### config.mk
export PLATFORM = sky130hd
export DESIGN_NAME = windowed_error_integrator
export DESIGN_NICKNAME = d
export VERILOG_FILES = /design/src/sv/wei_pkg.sv /design/src/sv/wei_front.sv /design/src/sv/wei_queue.sv /design/src/sv/wei_back.sv /design/src/sv/windowed_error_integrator.sv
export SDC_FILE = /design/constraint.sdc
export NUM_CORES = 2
export LEC_CHECK = 0
export BUFFER_PORTS_ARGS = -buffer_cell sky130_fd_sc_hd__buf_4
export CORE_MARGIN = 5
export CORE_UTILIZATION = 50
export DETAILED_ROUTE_END_ITERATION = 8
export HOLD_SLACK_MARGIN = 0.03
export PLACE_DENSITY = 0.66
export SYNTH_ARGS = -nofsm -noshare
export SYNTH_HDL_FRONTEND = slang
export SYNTH_HIERARCHICAL = 1
export SYNTH_SLANG_ARGS = --single-unit
### constraint.sdc
create_clock -name clk -period 23.3 [get_ports clk]
set_input_delay 1.165 -clock clk [delete_from_list [all_inputs] [get_ports clk]]
set_output_delay 1.165 -clock clk [all_outputs]
set_load 0.005 [all_outputs]
### src/sv/wei_pkg.sv
// Shared types and constants for the windowed error integrator.
package wei_pkg;

  // Field widths
  localparam int GOAL_W = 16;
  localparam int DERR_W = 16;
  localparam int AERR_W = 15;
  localparam int DSUM_W = 21;
  localparam int ASUM_W = 19;
  localparam int THR_W  = 16;
  localparam int LIM_W  = 20;
  localparam int TSQ_W  = 2 * THR_W;
  localparam int SQ_W   = 2 * (GOAL_W + 1);
  localparam int D2_W   = SQ_W + 1;

  // Distance accumulator: sum plus one guard bit
  localparam int ACC_W  = DSUM_W + 1;

  // Stream word widths
  localparam int IN_DATA_W  = 64;
  localparam int OUT_DATA_W = 40;

  // Ring window (entries held: RING_DEPTH - 1)
  localparam int RING_DEPTH = 16;
  localparam int RING_AW    = $clog2(RING_DEPTH);
  localparam int CNT_MAX    = RING_DEPTH - 1;

  // Queue between front and back
  localparam int Q_DEPTH = 4;
  localparam int Q_AW    = $clog2(Q_DEPTH);

  // Configuration
  localparam int CFG_IDX_W = 2;
  localparam logic [THR_W-1:0] THRESHOLD_RST = THR_W'(50);
  localparam logic [LIM_W-1:0] LIMIT_RST     = LIM_W'(1000000);

  typedef enum logic [CFG_IDX_W-1:0] {
    CFG_GOAL_THRESHOLD = 2'd0,
    CFG_SUM_LIMIT      = 2'd1
  } cfg_reg_t;

  // Classified item handed from front to back
  typedef struct packed {
    logic                     cleared;
    logic [DERR_W-1:0]        derr;
    logic signed [AERR_W-1:0] aerr;
  } wei_item_t;

  // Queue status seen by both sides
  typedef struct packed {
    logic full;
    logic empty;
  } wei_qstat_t;

endpackage

### src/sv/wei_front.sv
// Front end: accepts words, squares the goal move and flags history clears.
module wei_front (
  input  logic                         clk,
  input  logic                         rst_n,
  input  logic                         in_tvalid,
  output logic                         in_tready,
  input  logic [wei_pkg::IN_DATA_W-1:0] in_tdata,
  input  logic [wei_pkg::THR_W-1:0]    threshold,
  input  wei_pkg::wei_qstat_t          qstat,
  output logic                         q_push,
  output wei_pkg::wei_item_t           q_item
);
  import wei_pkg::*;

  logic signed [GOAL_W-1:0] gx, gy;
  logic signed [GOAL_W:0]   dx, dy;
  logic signed [SQ_W-1:0]   sqx_s, sqy_s;
  logic                     in_acc;
  logic [D2_W-1:0]          d2;

  logic signed [GOAL_W-1:0] last_x_r, last_y_r;
  logic [SQ_W-1:0]          sqx_r, sqy_r;
  logic [DERR_W-1:0]        derr_r;
  logic signed [AERR_W-1:0] aerr_r;
  logic                     s1_valid_r, s1_valid_nxt;
  logic [TSQ_W-1:0]         tsq_r;

  // Unpack and square the goal displacement
  assign gx    = $signed(in_tdata[15:0]);
  assign gy    = $signed(in_tdata[31:16]);
  assign dx    = {gx[GOAL_W-1], gx} - {last_x_r[GOAL_W-1], last_x_r};
  assign dy    = {gy[GOAL_W-1], gy} - {last_y_r[GOAL_W-1], last_y_r};
  assign sqx_s = dx * dx;
  assign sqy_s = dy * dy;

  // Handshake: stage holds while the queue is full
  assign q_push    = s1_valid_r && !qstat.full;
  assign in_tready = !s1_valid_r || !qstat.full;
  assign in_acc    = in_tvalid && in_tready;

  always_comb begin
    s1_valid_nxt = s1_valid_r;
    if (in_acc) begin
      s1_valid_nxt = 1'b1;
    end else if (q_push) begin
      s1_valid_nxt = 1'b0;
    end
  end

  // Squared distance compare
  assign d2 = {1'b0, sqx_r} + {1'b0, sqy_r};
  assign q_item.cleared = d2 > D2_W'(tsq_r);
  assign q_item.derr    = derr_r;
  assign q_item.aerr    = aerr_r;

  // Control and goal history
  always_ff @(posedge clk) begin
    if (!rst_n) begin
      s1_valid_r <= 1'b0;
      last_x_r   <= '0;
      last_y_r   <= '0;
      tsq_r      <= TSQ_W'(THRESHOLD_RST) * TSQ_W'(THRESHOLD_RST);
    end else begin
      s1_valid_r <= s1_valid_nxt;
      tsq_r      <= TSQ_W'(threshold) * TSQ_W'(threshold);
      if (in_acc) begin
        last_x_r <= gx;
        last_y_r <= gy;
      end
    end
  end

  // Stage payload
  always_ff @(posedge clk) begin
    if (in_acc) begin
      sqx_r  <= $unsigned(sqx_s);
      sqy_r  <= $unsigned(sqy_s);
      derr_r <= in_tdata[47:32];
      aerr_r <= $signed(in_tdata[62:48]);
    end
  end

  // A blocked stage keeps its word
  a_stage_hold: assert property (@(posedge clk) disable iff (!rst_n)
    s1_valid_r && qstat.full |=> s1_valid_r && $stable(sqx_r) && $stable(derr_r))
    else $error("front stage lost a word while the queue was full");

  a_no_accept_blocked: assert property (@(posedge clk) disable iff (!rst_n)
    s1_valid_r && qstat.full |-> !in_acc)
    else $error("front accepted a word with its stage blocked");

  a_goal_tracks: assert property (@(posedge clk) disable iff (!rst_n)
    in_acc |=> last_x_r == $past(gx) && last_y_r == $past(gy))
    else $error("previous goal not updated on accept");

endmodule

### src/sv/wei_queue.sv
// Short queue of classified words between front and back.
module wei_queue (
  input  logic                clk,
  input  logic                rst_n,
  input  logic                push,
  input  wei_pkg::wei_item_t  push_item,
  input  logic                pop,
  output wei_pkg::wei_item_t  pop_item,
  output wei_pkg::wei_qstat_t qstat
);
  import wei_pkg::*;

  wei_item_t       mem_r [Q_DEPTH];
  logic [Q_AW-1:0] wr_ptr_r, rd_ptr_r;
  logic [Q_AW:0]   cnt_r, cnt_nxt;

  assign qstat.full  = cnt_r == (Q_AW+1)'(Q_DEPTH);
  assign qstat.empty = cnt_r == '0;
  assign pop_item    = mem_r[rd_ptr_r];

  always_comb begin
    cnt_nxt = cnt_r;
    if (push && !pop) begin
      cnt_nxt = cnt_r + 1'b1;
    end else if (pop && !push) begin
      cnt_nxt = cnt_r - 1'b1;
    end
  end

  // Pointers and fill level
  always_ff @(posedge clk) begin
    if (!rst_n) begin
      wr_ptr_r <= '0;
      rd_ptr_r <= '0;
      cnt_r    <= '0;
    end else begin
      cnt_r <= cnt_nxt;
      if (push) begin
        wr_ptr_r <= (wr_ptr_r == Q_AW'(Q_DEPTH - 1)) ? '0 : wr_ptr_r + 1'b1;
      end
      if (pop) begin
        rd_ptr_r <= (rd_ptr_r == Q_AW'(Q_DEPTH - 1)) ? '0 : rd_ptr_r + 1'b1;
      end
    end
  end

  // Storage
  always_ff @(posedge clk) begin
    if (push) begin
      mem_r[wr_ptr_r] <= push_item;
    end
  end

  a_no_overflow: assert property (@(posedge clk) disable iff (!rst_n)
    push |-> !qstat.full)
    else $error("queue written while full");

  a_no_underflow: assert property (@(posedge clk) disable iff (!rst_n)
    pop |-> !qstat.empty)
    else $error("queue read while empty");

  a_level: assert property (@(posedge clk) disable iff (!rst_n)
    cnt_r <= (Q_AW+1)'(Q_DEPTH))
    else $error("queue level out of range");

endmodule

### src/sv/wei_back.sv
// Back end: window rings, running sums, clamp and result register.
module wei_back (
  input  logic                          clk,
  input  logic                          rst_n,
  input  wei_pkg::wei_item_t            q_item,
  input  wei_pkg::wei_qstat_t           qstat,
  output logic                          q_pop,
  input  logic [wei_pkg::LIM_W-1:0]     limit,
  output logic                          out_tvalid,
  input  logic                          out_tready,
  output logic [wei_pkg::OUT_DATA_W-1:0] out_tdata,  // distance_sum, angle_sum
  output logic                          out_tuser   // was_cleared
);
  import wei_pkg::*;

  logic [DERR_W-1:0]        dring_r [RING_DEPTH];
  logic signed [AERR_W-1:0] aring_r [RING_DEPTH];

  logic [RING_AW-1:0]       head_r, head_nxt, head_eff, slot;
  logic [RING_AW-1:0]       cnt_r, cnt_nxt, cnt_eff;
  logic [RING_AW:0]         slot_sum;
  logic signed [DSUM_W-1:0] dsum_r, dsum_nxt, dsum_base;
  logic signed [ASUM_W-1:0] asum_r, asum_nxt, asum_base, a_old;
  logic signed [ACC_W-1:0]  d_acc, d_old, lim_s;
  logic                     win_full;
  logic                     out_valid_r, out_valid_nxt;
  logic                     cleared_r;

  assign q_pop = !qstat.empty && (!out_valid_r || out_tready);

  // A goal move restarts the window from empty
  assign head_eff  = q_item.cleared ? '0 : head_r;
  assign cnt_eff   = q_item.cleared ? '0 : cnt_r;
  assign dsum_base = q_item.cleared ? '0 : dsum_r;
  assign asum_base = q_item.cleared ? '0 : asum_r;
  assign win_full  = cnt_eff == RING_AW'(CNT_MAX);

  // Write slot behind the oldest entry
  always_comb begin
    slot_sum = {1'b0, head_eff} + {1'b0, cnt_eff};
    if (slot_sum >= (RING_AW+1)'(RING_DEPTH)) begin
      slot_sum = slot_sum - (RING_AW+1)'(RING_DEPTH);
    end
    slot = slot_sum[RING_AW-1:0];
  end

  // Oldest entry leaves once the window is full
  assign d_old = win_full ? ACC_W'(dring_r[head_eff]) : '0;
  assign a_old = win_full ? ASUM_W'(aring_r[head_eff]) : '0;

  // Distance sum with symmetric clamp
  assign lim_s = $signed({2'b00, limit});
  assign d_acc = ACC_W'(dsum_base) + $signed({6'd0, q_item.derr}) - d_old;

  always_comb begin
    if (d_acc < -lim_s) begin
      dsum_nxt = DSUM_W'(-lim_s);
    end else if (d_acc > lim_s) begin
      dsum_nxt = DSUM_W'(lim_s);
    end else begin
      dsum_nxt = DSUM_W'(d_acc);
    end
  end

  // Angle sum wraps in its own width
  assign asum_nxt = asum_base + ASUM_W'(q_item.aerr) - a_old;

  always_comb begin
    head_nxt = head_eff;
    cnt_nxt  = cnt_eff + 1'b1;
    if (win_full) begin
      head_nxt = (head_eff == RING_AW'(RING_DEPTH - 1)) ? '0 : head_eff + 1'b1;
      cnt_nxt  = cnt_eff;
    end
  end

  always_comb begin
    out_valid_nxt = out_valid_r;
    if (q_pop) begin
      out_valid_nxt = 1'b1;
    end else if (out_tready) begin
      out_valid_nxt = 1'b0;
    end
  end

  // Window state and result register
  always_ff @(posedge clk) begin
    if (!rst_n) begin
      head_r      <= '0;
      cnt_r       <= '0;
      dsum_r      <= '0;
      asum_r      <= '0;
      out_valid_r <= 1'b0;
      cleared_r   <= 1'b0;
    end else begin
      out_valid_r <= out_valid_nxt;
      if (q_pop) begin
        head_r    <= head_nxt;
        cnt_r     <= cnt_nxt;
        dsum_r    <= dsum_nxt;
        asum_r    <= asum_nxt;
        cleared_r <= q_item.cleared;
      end
    end
  end

  // Ring storage
  always_ff @(posedge clk) begin
    if (q_pop) begin
      dring_r[slot] <= q_item.derr;
      aring_r[slot] <= q_item.aerr;
    end
  end

  assign out_tvalid = out_valid_r;
  assign out_tdata  = {asum_r, dsum_r};
  assign out_tuser  = cleared_r;

  a_cnt_range: assert property (@(posedge clk) disable iff (!rst_n)
    cnt_r <= RING_AW'(CNT_MAX))
    else $error("window count beyond its limit");

  a_clear_restart: assert property (@(posedge clk) disable iff (!rst_n)
    q_pop && q_item.cleared |=> cnt_r == RING_AW'(1) && head_r == '0)
    else $error("window not restarted after a goal move");

  a_clamped: assert property (@(posedge clk) disable iff (!rst_n)
    q_pop |=> (ACC_W'(dsum_r) <= $past(lim_s)) && (ACC_W'(dsum_r) >= -$past(lim_s)))
    else $error("distance sum outside its limit");

endmodule

### src/sv/windowed_error_integrator.sv
// Top level of the windowed error integrator: configuration and front/queue/back.
//
//  channel  direction  handshake          payload
//  in_      slave      in_tvalid/tready   tdata: goal_x, goal_y, dist_err, ang_err
//  out_     master     out_tvalid/tready  tdata: distance_sum, angle_sum; tuser: was_cleared
//  cfg_     slave      cfg_valid/ready    cfg_index, cfg_data (cfg_ready always high)
//
//  One word per cycle sustained while out_tready stays high; out_tvalid rises after a word's accept
//  (square stage, compare into the four-entry queue, window update into the result register).
//  The back end reads the oldest ring entry, adds and subtracts combinationally for each word.
//  Reset (rst_n low, synchronous) empties the windows, zeros sums and previous goal.
//  An output stall fills the queue, then the front stage, then drops in_tready.
//  A new threshold takes effect once it has passed threshold_r and the squared-threshold register.
module windowed_error_integrator (
  input  logic                               clk,
  input  logic                               rst_n,
  input  logic                               in_tvalid,
  output logic                               in_tready,
  // goal_x[15:0], goal_y[31:16], dist_err[47:32], ang_err[62:48], zero[63]
  input  logic [wei_pkg::IN_DATA_W-1:0]      in_tdata,
  output logic                               out_tvalid,
  input  logic                               out_tready,
  // distance_sum[20:0], angle_sum[39:21]
  output logic [wei_pkg::OUT_DATA_W-1:0]     out_tdata,
  // was_cleared[0]
  output logic                               out_tuser,
  input  logic                               cfg_valid,
  output logic                               cfg_ready,
  input  logic [wei_pkg::CFG_IDX_W-1:0]      cfg_index,
  input  logic [wei_pkg::LIM_W-1:0]          cfg_data
);
  import wei_pkg::*;

  logic [THR_W-1:0] threshold_r;
  logic [LIM_W-1:0] limit_r;
  logic             q_push, q_pop;
  wei_item_t        push_item, pop_item;
  wei_qstat_t       qstat;

  // Configuration registers
  assign cfg_ready = 1'b1;

  always_ff @(posedge clk) begin
    if (!rst_n) begin
      threshold_r <= THRESHOLD_RST;
      limit_r     <= LIMIT_RST;
    end else if (cfg_valid && cfg_ready) begin
      case (cfg_reg_t'(cfg_index))
        CFG_GOAL_THRESHOLD: threshold_r <= cfg_data[THR_W-1:0];
        CFG_SUM_LIMIT:      limit_r     <= cfg_data;
        default: ;
      endcase
    end
  end

  wei_front u_front (
    .clk       (clk),
    .rst_n     (rst_n),
    .in_tvalid (in_tvalid),
    .in_tready (in_tready),
    .in_tdata  (in_tdata),
    .threshold (threshold_r),
    .qstat     (qstat),
    .q_push    (q_push),
    .q_item    (push_item)
  );

  wei_queue u_queue (
    .clk       (clk),
    .rst_n     (rst_n),
    .push      (q_push),
    .push_item (push_item),
    .pop       (q_pop),
    .pop_item  (pop_item),
    .qstat     (qstat)
  );

  wei_back u_back (
    .clk        (clk),
    .rst_n      (rst_n),
    .q_item     (pop_item),
    .qstat      (qstat),
    .q_pop      (q_pop),
    .limit      (limit_r),
    .out_tvalid (out_tvalid),
    .out_tready (out_tready),
    .out_tdata  (out_tdata),
    .out_tuser  (out_tuser)
  );

endmodule
Word-level counts from Yosys, hierarchy flattened. Memories as Yosys holds them, arrays and structs flattened. A register that Yosys moved wholly into a read port is not among the register bits. Cells that the tools add are included. Widths: inputs -> output; s select.

Output and inout bits: 44. Bits in writable memories: 624. Word-level logic and storage cells: 97. Memories kept: 3. Register bits after elaboration: 257.

Multiplexer cells: 26. Add/sub/neg operators: 16. Eq/ne operators: 6. Order comparisons: 4. Reductions and logical operators: 20. $mul: 3.

Memory list: u_back.dring_r (words 16, width 16, read ports 1, clocked after memory_dff 0, wr ports 1, RTL line wei_back.sv:16) `logic [DERR_W-1:0] dring_r [RING_DEPTH];`; u_back.aring_r (words 16, width 15, read ports 1, clocked after memory_dff 0, wr ports 1, RTL line wei_back.sv:17) `logic signed [AERR_W-1:0] aring_r [RING_DEPTH];`; u_queue.mem_r (words 4, width 32, read ports 1, clocked after memory_dff 1, wr ports 1, RTL line wei_queue.sv:13) `wei_item_t mem_r [Q_DEPTH];`.

Operators with widths (count): $mul 17x17->34 (2); $mux 21 (3); $mux 19 (2); $add 34x34->35 (1); $gt 35x32->1 (1); $sub 16x16->17 (2); $mul 16x16->32 (1); $mux 4 (6); $add 21x17->22 (1); $gt 22x21->1 (1); $lt 22x22->1 (1); $neg 20->22 (1); $sub 22x22->22 (1); $add 19x15->19 (1); $sub 19x19->19 (1); $mux 16 (1); $add 4x1->4 const B (2); $eq 4x4->1 const B (2); $mux 1 (8); $mux 2 (4); $logic_not 1->1 (6); $mux 3 (2); $reduce_bool 2->1 (3); $add 4x4->5 (1); other kinds (13) (21).

Depth between registers and ports, before layout.
Word-level depth: 7. Gate-level depth with buffers: 36. Depth with buffers taken out: 34.

Cells and area by module. The synthesis kept the hierarchy.

By module, submodules not included: wei_front (cells an instance 3726, seq. area each 4194.0 um2, times used 1, area each 34747.1 um2); wei_back (cells an instance 1942, seq. area each 15895.2 um2, times used 1, area each 25908.6 um2); wei_queue (cells an instance 211, seq. area each 4023.9 um2, times used 1, area each 5116.2 um2); windowed_error_integrator (cells an instance 152, seq. area each 720.7 um2, times used 1, area each 1485.2 um2).

Worst setup path after synthesis. Ideal clock, no wire load.

Kind: input port to flip-flop. Start point: input in_tdata[16] in the netlist's numbering. End point: register u_front.sqy_r[32], data pin. Path slack: 14.540 ns. Data arrival time: 8.502 ns. Data required time: 23.042 ns. Cell stages on the path: 34. Cell sequence: inv_1 -> ha_1 -> fa_1 -> nand2b_1 -> a21boi_1 -> o21ai_0 -> a211o_1 -> a31oi_2 -> nor2_1 -> xor2_1 -> inv_1 -> buf_2 -> nand2_1 -> fa_1 -> inv_1 -> fa_1 -> inv_1 -> fa_1 -> inv_1 -> fa_1 -> fa_1 -> inv_1 -> fa_1 -> inv_1 -> ha_1 -> nand3_1 -> or2_1 -> or3_1 -> a211oi_1 -> o211ai_1 -> a21oi_1 -> a211o_1 -> a21oi_1 -> xnor2_1.

Longest elaborated chain between the ends: 2.

RTL lines: start: declaration (RTL line windowed_error_integrator.sv:20) `input logic [wei_pkg::IN_DATA_W-1:0] in_tdata,`; $sub 16x16->17 (RTL line wei_front.sv:32) `assign dy = {gy[GOAL_W-1], gy} - {last_y_r[GOAL_W-1], last_y_r};`; $mul 17x17->34 (RTL line wei_front.sv:34) `assign sqy_s = dy * dy;`; via u_front.sqy_s[32] (RTL line wei_front.sv:17) `logic signed [SQ_W-1:0] sqx_s, sqy_s;`; end signal: assignment (RTL line wei_front.sv:77) `sqy_r <= $unsigned(sqy_s);`; end: declaration (RTL line wei_front.sv:22) `logic [SQ_W-1:0] sqx_r, sqy_r;`.

The timed path passes the listed nets, and every way through them passes these cells. A chain may end at the register's enable or synchronous reset.

==> flow_metrics.py <==
metrics = {
    "synthesis": {
        "yosysWarnings": 6,
        "ys_types": 102,
        "ys_top_cells_by_area": "edfxtp_1 32%, fa_1 22%, ha_1 8.6%",
        "ys_top_cells_by_count": "1115 x inv_1, 742 x fa_1, 721 x edfxtp_1, 548 x nand2_1, 460 x ha_1",
        "netlist_area_um2": 67260,
        "synth-main-ff-cell": "edfxtp_1",
        "avgSynthCellArea_um2": 11.15,
        "synth_most_common_cell": "inv_1",
        "synth_top_area_share_pct": 32.19,
        "synth_cells": 6031,
        "syn_nets": 7324,
        "seq_area_frac_synth_pct": 36.92,
        "synth_top_cell_by_area": "edfxtp_1",
        "ys_ff_latch": 880,
        "ys_async_sr_fraction_pct": 0,
        "synth_edf_count": 721,
    },
    "critical_path": {
        "critPathLaunchType": "flop",
        "cp_slowest_cell": "mux4_2",
        "crit_top_cell": "buf_4",
        "cp-end-kind": "flop",
        "cp_top_family": "compound AO/OA/AOI/OAI gates",
        "required_ps": 23880,
        "critPathMaxStageDelay_ps": 950,
        "critPathMaxFanout": 35,
        "worstSetupPathType": "reg -> reg",
        "crit_buf_inv": 6,
        "arrival_ps": 10510,
    },
    "floorplanning": {
        "floorplan.io_pins": 135,
        "fp.coreArea_um2": 133600,
        "rows": 134,
        "die-area_um2": 141900,
        "start_util_pct": 50.33,
        "chipWidth_um": 376.8,
        "die_h_um": 376.8,
    },
    "global_routing": {
        "antenna_found_initial": 5,
        "groute.usage.overall_pct": 22.89,
        "grt_pass1_vias": 45400,
        "grt-ovfl-total": 0,
        "grt_max_degree": 73,
        "grt_pass1_wl_um": 255500,
    },
    "route": {
        "dr.pass1.iters": 5,
        "wl_um": 160100,
        "viasPerCell": 5.518,
        "wl_per_cell_um": 20.06,
        "drt-initial-drc-count": 3364,
        "vias": 44030,
        "drtAntennaViolNets": 0,
        "drc_errors": 0,
    },
    "timing": {
        "maxSlewHeadroom_pct": 16.70,
        "setup_tns_ps": 0,
        "final.setup_skew_ps": 44.48,
        "setup_viol": 0,
        "fin_crit_ps": 9926,
        "drv_slew": 0,
        "rsz0062_at_grt": "no",
        "period_share_pct": 42.60,
        "layout_setup_ws_ps": 13370,
        "fmax_ghz": 0.1007,
        "worst_pin_slew_ps": 1241,
        "final_hold_viol_count": 0,
    },
    "run": {
        "drv_cap": 0,
    },
    "cts": {
        "ctsHoldBuffers": 0,
        "cts_buffer_depth": 3,
        "numCtsBuffers": 94,
        "cts_max_level": 3,
        "cts_root_buf": "clkbuf_16",
        "clock_sinks": 880,
        "clock_latency_ps": 710,
        "post_cts_buffers": 0,
        "cts_tree": "built",
        "ctsResizeCount": 0,
        "clk_pin_slew_worst_paths_ps": 60,
    },
    "layout": {
        "drive_above_1_share_pct": 8.761,
        "nNetsFinal": 7422,
        "layout.cells.non_filler": 7980,
        "syn2layout_area_growth_pct": 9.292,
    },
    "place": {
        "place.gp.congestion": 0.8895,
        "io_buffers": 132,
        "placedCellCount": 7801,
        "pre_cts_ws_ps": 13110,
        "hpwlAfterDp_um": 115800,
    },
    "min_path": {
        "min_path_type": "reg -> reg",
        "hold_start": "u_front/last_x_r[4]$_SDFFE_PN0P_",
    },
    "status": {
        "status": "finished, final reports clean",
    },
}
worst reg2reg max path, stage by stage, from the launching register on:
cell and delay (ps):
dfxtp_2 320, buf_4 510, mux4_2 960, buf_4 430
nor2b_4 150, buf_4 590, buf_4 730, mux4_2 600
mux4_2 460, nand2_1 120, fa_1 480, ha_1 330
a211oi_1 330, o211ai_1 220, a221o_1 380, a211o_1 340
o311a_1 380, ha_1 330, a21o_1 120, a21oi_1 70
o21a_1 190, a311oi_1 250, a311o_1 160, buf_4 270
inv_1 230, a211oi_4 440, o21ai_0 170, a311oi_1 280
path summary, 6_finish.rpt:
check             cells past startpoint                                to  slack [ps]
setup / recovery                     27     u_back/dsum_r[2]$_SDFFE_PN0P_       13370
hold / removal                        2  u_front/last_x_r[4]$_SDFFE_PN0P_         450
hold reg to reg                       2  u_front/last_x_r[4]$_SDFFE_PN0P_         450
setup reg to reg                     27     u_back/dsum_r[2]$_SDFFE_PN0P_       13370
cell type report:
class	instances	area [um2]
clock inverter	61	720.7
inverter	1132	4254
fill	11250	60120
sequential	880	24840
tap	1768	2212
timing repair buffer	214	1607
antenna	3	7.507
clock buffer	115	2472
multi-input combinational	3807	37390
metrics by stage:
stage | hold slack, ps | util [%] | cell area (um2)
2_1_floorplan | 436.3 | - | 67260
3_3_place_gp | 441.5 | 52.61 | 70310
3_5_place_dp | 446.7 | 52.61 | 70310
4_1_cts | 454.7 | 55.00 | 73500
5_1_grt | 467.2 | 55.01 | 73500
6_report | 454.4 | 55.01 | 73510
cells in the final DEF, fill, tap and decap left out, types with 66 or more instances in the layout:
master / instances
nor2_1: 346
mux4_2: 92
ha_1: 460
nand2b_1: 70
inv_1: 1114
a21o_1: 71
nand2_1: 546
dfxtp_1: 156
o21ai_0: 138
fa_1: 742
clkbuf_16: 95
a21oi_1: 295
a211oi_1: 80
edfxtp_1: 721
xnor2_1: 142
buf_4: 214
and2_1: 66
layer usage:
layer | vias to the layer above | track usage, % | wire length, um
met5 | - | 0 | 0
met4 | 0 | 5.473 | 3074
met3 | 211 | 3.562 | 11630
met2 | 1402 | 37.20 | 74720
met1 | 22050 | 32.69 | 70690
li1 | 20370 | - | -
sequential cells by signal, indices dropped and copies added (netlist names), 3 cells and up, named ones only:
signal,count
u_queue/mem_r,128
u_front/tsq_r,31
u_back/cnt_r,4
u_back/dsum_r,21
u_back/aring_r,240
u_front/last_y_r,16
u_front/aerr_r,15
u_back/head_r,4
u_front/last_x_r,16
u_back/asum_r,19
u_queue/cnt_r,3
u_front/sqx_r,33
u_front/sqy_r,33
limit_r,20
threshold_r,16
u_back/dring_r,256
u_front/derr_r,16
logic make-up after synthesis:
group | share of synthesized area (%)
compound gates | 9.160
xor+xnor | 2.603
fa+ha+maj | 30.64
buf+inv | 7.707
flops | 36.92
mux | 3.981
other cells | 0.005576
simple gates | 8.976
Power is not shown: default switching activity piles up to over one toggle a cycle in this logic, so the estimate is an artifact.
